## src/rtl/kgww_pkg.sv

```systemverilog
// ----------------------------------------------------------------------------
// kgww_pkg: shared definitions for the kerned greedy word wrap core
// Types, character codes, register indexes and the command and status
// bundles that join the controller to the datapath.
// ----------------------------------------------------------------------------
`default_nettype none

package kgww_pkg;

  // Line and word widths never pass wrap_width + glyph_spacing + two glyphs.
  localparam int unsigned LW_W = 18;

  localparam logic [7:0] CHAR_NL = 8'd10;
  localparam logic [7:0] CHAR_SP = 8'd32;

  localparam int unsigned CFG_IDX_W  = 2;
  localparam int unsigned CFG_DATA_W = 16;

  localparam logic [CFG_IDX_W-1:0] CFG_WRAP_WIDTH    = 2'd0;
  localparam logic [CFG_IDX_W-1:0] CFG_GLYPH_SPACING = 2'd1;
  localparam logic [CFG_IDX_W-1:0] CFG_FONT_SELECT   = 2'd2;

  // What the closing step of a text item does.
  typedef enum logic [2:0] {
    ACT_NEWLINE,    // emit a newline and start a new line
    ACT_HOLD_SP,    // the space becomes the new break candidate
    ACT_APPEND,     // the character joins the held word
    ACT_EMIT_C,     // the character goes out as it is
    ACT_REMEASURE   // the held space broke; measure the character again
  } kgww_act_t;

  typedef struct packed {
    logic in_ready;
    logic decide;      // latch the decision for the accepted character
    logic hold_rd;     // read the hold buffer at the index
    logic tbl_rd_rm;   // look up the width of the held byte just read
    logic rel_emit;    // send the held byte out unchanged
    logic rel_done;    // the held run is empty again
    logic rm_nl;       // the held space goes out as a newline
    logic rm_emit;     // send out the re-measured held byte
    logic final_step;  // closing step of the item
  } kgww_cmd_t;

  typedef struct packed {
    logic      in_valid;
    logic      in_mode;
    logic      out_free;
    logic      rel_now;
    kgww_act_t act_now;
    logic      final_emits;
    logic      idx_last;
    logic      hold_many;
  } kgww_status_t;

endpackage

`default_nettype wire

```

## src/rtl/kgww_ctrl.sv

```systemverilog
// ----------------------------------------------------------------------------
// kgww_ctrl: sequencer of the word wrap core
// Steps each text item through its decision, the release or re-measure of
// the held word, and its closing step.
// ----------------------------------------------------------------------------
`default_nettype none

module kgww_ctrl (
  input  wire logic                   clk,
  input  wire logic                   rst_n,
  input  wire kgww_pkg::kgww_status_t status,
  output kgww_pkg::kgww_cmd_t         cmd
);

  typedef enum logic [3:0] {
    S_IDLE,
    S_DECIDE,
    S_REL_RD,
    S_REL_EMIT,
    S_RM_NL,
    S_RM_RD,
    S_RM_TBL,
    S_RM_EMIT,
    S_FINAL
  } state_t;

  state_t state_r;
  state_t state_nxt;
  logic   fin_fire;

  always_comb begin
    cmd       = '0;
    state_nxt = state_r;
    fin_fire  = !status.final_emits || status.out_free;
    unique case (state_r)
      S_IDLE: begin
        cmd.in_ready = 1'b1;
        if (status.in_valid && status.in_mode) begin
          state_nxt = S_DECIDE;
        end
      end
      S_DECIDE: begin
        cmd.decide = 1'b1;
        if (status.rel_now) begin
          state_nxt = S_REL_RD;
        end else if (status.act_now == kgww_pkg::ACT_REMEASURE) begin
          state_nxt = S_RM_NL;
        end else begin
          state_nxt = S_FINAL;
        end
      end
      S_REL_RD: begin
        cmd.hold_rd = 1'b1;
        state_nxt   = S_REL_EMIT;
      end
      S_REL_EMIT: begin
        if (status.out_free) begin
          cmd.rel_emit = 1'b1;
          if (status.idx_last) begin
            cmd.rel_done = 1'b1;
            state_nxt    = S_FINAL;
          end else begin
            state_nxt = S_REL_RD;
          end
        end
      end
      S_RM_NL: begin
        if (status.out_free) begin
          cmd.rm_nl = 1'b1;
          state_nxt = status.hold_many ? S_RM_RD : S_FINAL;
        end
      end
      S_RM_RD: begin
        cmd.hold_rd = 1'b1;
        state_nxt   = S_RM_TBL;
      end
      S_RM_TBL: begin
        cmd.tbl_rd_rm = 1'b1;
        state_nxt     = S_RM_EMIT;
      end
      S_RM_EMIT: begin
        if (status.out_free) begin
          cmd.rm_emit = 1'b1;
          state_nxt   = status.idx_last ? S_FINAL : S_RM_RD;
        end
      end
      S_FINAL: begin
        // The next item may enter in the same cycle as the closing step.
        if (fin_fire) begin
          cmd.final_step = 1'b1;
          cmd.in_ready   = 1'b1;
          state_nxt      = (status.in_valid && status.in_mode) ? S_DECIDE : S_IDLE;
        end
      end
      default: begin
        state_nxt = S_IDLE;
      end
    endcase
  end

  always_ff @(posedge clk) begin
    if (!rst_n) begin
      state_r <= S_IDLE;
    end else begin
      state_r <= state_nxt;
    end
  end

endmodule

`default_nettype wire

```

## config.mk

```make
export PLATFORM = sky130hd
export DESIGN_NAME = kgww_ctrl
export DESIGN_NICKNAME = d
export VERILOG_FILES = /design/src/rtl/kgww_pkg.sv /design/src/rtl/kgww_ctrl.sv
export SDC_FILE = /design/constraint.sdc
export NUM_CORES = 1
export LEC_CHECK = 0
export BUFFER_PORTS_ARGS = -buffer_cell sky130_fd_sc_hd__buf_4
export CORE_AREA = 2 2 39 41
export CTS_CLUSTER_SIZE = 25
export DETAILED_ROUTE_END_ITERATION = 8
export DIE_AREA = 0 0 41 43
export GPL_ROUTABILITY_DRIVEN = 0
export SLEW_MARGIN = 10
export SYNTH_ARGS = -nofsm -noshare
export SYNTH_HDL_FRONTEND = slang
export SYNTH_SLANG_ARGS = --single-unit
```

## constraint.sdc

```tcl
create_clock -name clk -period 1.4 [get_ports clk]
set_clock_uncertainty 0.2 [all_clocks]
set_input_delay 0.28 -clock clk [delete_from_list [all_inputs] [get_ports clk]]
set_output_delay 0.28 -clock clk [all_outputs]
set_load 0.01 [all_outputs]
```

==> flow_results.xml <==
<?xml version="1.0" encoding="UTF-8"?>
<metrics>
  <group name="placement">
    <metric name="numPortBuffers" unit="">20</metric>
    <metric name="place_hpwl" unit="um">1130</metric>
    <metric name="placed_cells" unit="">116</metric>
  </group>
  <group name="power_and_ir_drop">
    <metric name="internal_power" unit="mW">0.363</metric>
    <metric name="clock_power_share" unit="">0.270</metric>
    <metric name="finalPower" unit="mW">0.523</metric>
    <metric name="switching_fraction" unit="">0.306</metric>
    <metric name="peak_ir_drop_on_the_vdd_network" unit="uV">389</metric>
    <metric name="combinationalPowerShare" unit="">0.477</metric>
    <metric name="switching_power" unit="mW">0.160</metric>
    <metric name="power.density" unit="nW/um^2">526</metric>
    <metric name="power_leakage" unit="nW">0.445</metric>
    <metric name="power_frac_seq" unit="">0.252</metric>
  </group>
  <group name="setup_path">
    <metric name="cp.required" unit="ns">0.92</metric>
    <metric name="cp-startpoint" unit="">state_r[1]$_SDFFE_PN0P_</metric>
    <metric name="worst-endpoint-arrival" unit="ns">1.30</metric>
    <metric name="critical_path_class" unit="">flop to output pin</metric>
    <metric name="crit_path_start_kind" unit="">flop</metric>
    <metric name="crit_path_max_incr_delay" unit="ns">0.41</metric>
    <metric name="worstSetupEndpointType" unit="">output pin</metric>
    <metric name="cpMaxStageDelayCell" unit="">sky130_fd_sc_hd__or3_4</metric>
    <metric name="path_cells" unit="">or3_4 &gt; nor3b_2 &gt; buf_4</metric>
    <metric name="crit-reg2reg-launch" unit="">state_r[1]$_SDFFE_PN0P_</metric>
    <metric name="r2r_setup_slack" unit="ns">-0.32</metric>
    <metric name="crit_fanout" unit="">7</metric>
  </group>
  <group name="timing">
    <metric name="setup_viol" unit="">13</metric>
    <metric name="period_share" unit="">1.27</metric>
    <metric name="setup_ws" unit="ns">-0.378</metric>
    <metric name="worst_hold_slack" unit="ns">0.0792</metric>
    <metric name="slew-limit-headroom" unit="">0.774</metric>
    <metric name="final-hold-violation-count" unit="">0</metric>
    <metric name="fin_crit" unit="ns">1.78</metric>
    <metric name="tightest_slew" unit="ns">0.338</metric>
    <metric name="report.final.slew_viol_count" unit="">0</metric>
    <metric name="max_clock_freq" unit="MHz">562</metric>
    <metric name="rsz0062_at_grt" unit="">true</metric>
  </group>
  <group name="clock_tree">
    <metric name="cts.sink_count" unit="">4</metric>
    <metric name="clk_transition_reported_paths" unit="ns">0.04</metric>
    <metric name="clock_tree_from_tritoncts" unit="">yes</metric>
    <metric name="cts_buffers" unit="">3</metric>
    <metric name="ctsLongestPathBuffers" unit="">2</metric>
    <metric name="cts_max_level" unit="">1</metric>
    <metric name="worst_skew_late_latency" unit="ns">0.23</metric>
    <metric name="ctsHoldBuffers" unit="">0</metric>
    <metric name="cts_root_buffer" unit="">sky130_fd_sc_hd__clkbuf_4</metric>
  </group>
  <group name="run_status">
    <metric name="violations" unit="">negative setup slack</metric>
    <metric name="run_status" unit="">finished with violations</metric>
  </group>
  <group name="logic_synthesis">
    <metric name="most_area_consuming_cells_after_synthesis" unit="">sky130_fd_sc_hd__dfxtp_1 17%, sky130_fd_sc_hd__nor2_1 6.5%, sky130_fd_sc_hd__a21oi_1 5.4%</metric>
    <metric name="synth.top_cell.area_share" unit="">0.172</metric>
    <metric name="synthMuxAreaShare" unit="">0</metric>
    <metric name="synth.most_common_cell" unit="">sky130_fd_sc_hd__nor2_1</metric>
    <metric name="synth_fp_nets" unit="">76</metric>
    <metric name="number_of_flops_mapped_to_enable_cells_by_yosys" unit="">0</metric>
    <metric name="post_synth_top_area_cell" unit="">sky130_fd_sc_hd__dfxtp_1</metric>
    <metric name="post_synth_num_cell_types" unit="">33</metric>
    <metric name="synth.top_cells.by_count" unit="">8 x sky130_fd_sc_hd__nor2_1, 5 x sky130_fd_sc_hd__a21oi_1, 4 x sky130_fd_sc_hd__dfxtp_1</metric>
    <metric name="yosys_warnings" unit="">0</metric>
    <metric name="synthArstFlopShare" unit="">0</metric>
    <metric name="synth_top_flop_cell" unit="">sky130_fd_sc_hd__dfxtp_1</metric>
    <metric name="ys_ff_latch" unit="">4</metric>
    <metric name="synthCells" unit="">64</metric>
    <metric name="syn_avg_cell_area" unit="um^2">7.27</metric>
    <metric name="synth-compound-area-share" unit="">0.312</metric>
    <metric name="seq_area_frac_synth" unit="">0.172</metric>
    <metric name="synth_top_family_by_area" unit="">simple AND/OR/NAND/NOR gates</metric>
    <metric name="post_synth_xor_area_fraction" unit="">0</metric>
    <metric name="synth_adder_area_share" unit="">0</metric>
    <metric name="syn_area" unit="um^2">465</metric>
    <metric name="synthSimpleGateAreaFrac" unit="">0.438</metric>
  </group>
  <group name="global_route">
    <metric name="maximum_number_of_pins_on_one_net_before_global_route_repair" unit="">10</metric>
    <metric name="grt_usage" unit="">0.207</metric>
    <metric name="grt_antenna_before_repair" unit="">0</metric>
    <metric name="grt_overflow" unit="">0</metric>
    <metric name="grt_pass1_wl" unit="um">2540</metric>
    <metric name="first_global_vias" unit="">661</metric>
  </group>
  <group name="detailed_routing">
    <metric name="detail_route.drc_violations" unit="">0</metric>
    <metric name="route.antenna.remaining_nets" unit="">0</metric>
    <metric name="route.final.wire_length" unit="um">1710</metric>
    <metric name="first_iter_violations" unit="">11</metric>
    <metric name="drt_first_pass_iters" unit="">4</metric>
    <metric name="via_per_inst" unit="">5.21</metric>
    <metric name="num_vias" unit="">667</metric>
    <metric name="wl_per_cell" unit="um">13.4</metric>
  </group>
  <group name="layout">
    <metric name="num_antenna_cells" unit="">0</metric>
    <metric name="largest-register" unit="">state_r</metric>
    <metric name="largest_register_ff_count" unit="">4</metric>
    <metric name="fraction_of_final_layout_cells_sized_beyond_drive_strength_1" unit="">0.696</metric>
    <metric name="area_growth_syn_to_layout" unit="%">114</metric>
    <metric name="fin_nets" unit="">126</metric>
    <metric name="finalNonFillerCells" unit="">128</metric>
    <metric name="reg.largest.list" unit="">state_r: 4 flops</metric>
    <metric name="layout.filler_cells" unit="">114</metric>
  </group>
  <group name="floorplanning">
    <metric name="die_h" unit="um">43</metric>
    <metric name="rows" unit="">14</metric>
    <metric name="die_area" unit="um^2">1760</metric>
    <metric name="core_area" unit="um^2">1380</metric>
    <metric name="floorplan.die.width" unit="um">41</metric>
    <metric name="boundaryPins" unit="">21</metric>
    <metric name="start_util" unit="">0.336</metric>
  </group>
  <group name="run">
    <metric name="max_cap_violations" unit="">0</metric>
  </group>
  <group name="worst_hold_path">
    <metric name="worst_hold_startpoint" unit="">rst_n</metric>
    <metric name="hold_class" unit="">input pin to flop</metric>
  </group>
</metrics>
critical path: cells and delay by family (launching register included):
kind / cells / cell delay [ns]
simple gates: 2 / 0.57
flops: 1 / 0.36
buf+inv: 1 / 0.14
through the flow:
step           utilization  worst slack [ns]  instance area (um^2)  setup TNS [ns]
2_1_floorplan            -            -0.176                   512          -0.605
4_1_cts              0.683            -0.387                   945           -3.62
3_5_place_dp         0.573            -0.250                   793           -1.75
3_3_place_gp         0.573            -0.202                   793           -1.40
5_1_grt              0.719            -0.413                   995           -4.38
6_report             0.719            -0.378                   995           -3.78
layout by cell type, fill, tap and decap left out, types with 2 or more instances in the layout:
| cell | count |
|---|---|
| sky130_fd_sc_hd__inv_1 | 3 |
| sky130_fd_sc_hd__nor2_1 | 4 |
| sky130_fd_sc_hd__and2_1 | 2 |
| sky130_fd_sc_hd__a211o_1 | 2 |
| sky130_fd_sc_hd__dfxtp_4 | 2 |
| sky130_fd_sc_hd__clkbuf_4 | 3 |
| sky130_fd_sc_hd__o2111ai_1 | 2 |
| sky130_fd_sc_hd__nand3_1 | 2 |
| sky130_fd_sc_hd__dfxtp_2 | 2 |
| sky130_fd_sc_hd__nand2b_1 | 2 |
| sky130_fd_sc_hd__nand3b_1 | 3 |
| sky130_fd_sc_hd__buf_4 | 42 |
| sky130_fd_sc_hd__a21oi_1 | 3 |
| sky130_fd_sc_hd__nor2_2 | 3 |
| sky130_fd_sc_hd__a21oi_2 | 2 |
| sky130_fd_sc_hd__buf_6 | 7 |
what timing repair did:
action,4_1_cts,5_1_grt
endpoints found under the setup margin,13,13
gates cloned,0,0
resized for setup,22,7
hold endpoints to repair,0,0
setup buffers,6,3
pin swaps,12,5
per-layer routing:
layer	share of wire	vias to the layer above	GRT usage
met5	0	-	0
met4	0.0058	0	0.107
met3	0.041	2	0.00524
met2	0.57	18	0.388
met1	0.38	310	0.209
li1	-	337	-
cell type report:
| class | count | area (um^2) | area share |
|---|---|---|---|
| tap | 16 | 20.0 | 0.0201 |
| clock buffer | 3 | 22.5 | 0.0226 |
| multi-input combinational | 53 | 457 | 0.459 |
| inverter | 3 | 11.3 | 0.0113 |
| sequential | 4 | 90.1 | 0.0906 |
| timing repair buffer | 49 | 394 | 0.396 |
power groups by stage:
stage,Clock [mW],Combinational [mW],Sequential [mW]
final,0.141,0.250,0.132
after global routing,0.152,0.267,0.133
after CTS,0.149,0.229,0.132
after detailed placement,0,0.186,0.135
after global placement,0,0.184,0.134
after floorplan,0,0.101,0.130
final timing paths:
check | end | cells after the start
worst max register to register | state_r[3]$_SDFFE_PN0P_ | 5
worst max-delay path | cmd[0] | 3
worst min register to register | state_r[0]$_SDFFE_PN0P_ | 3
worst min-delay path | state_r[2]$_SDFFE_PN0P_ | 2
cell families (layout without fill, tap and decap cells):
| logic type | after synthesis | count (layout) |
|---|---|---|
| AOI/OAI and AO/OA | 19 | 19 |
| buffers and inverters | 7 | 55 |
| DFF | 4 | 4 |
| and+or+nand+nor | 34 | 34 |
(Power assumes the default switching activity.)
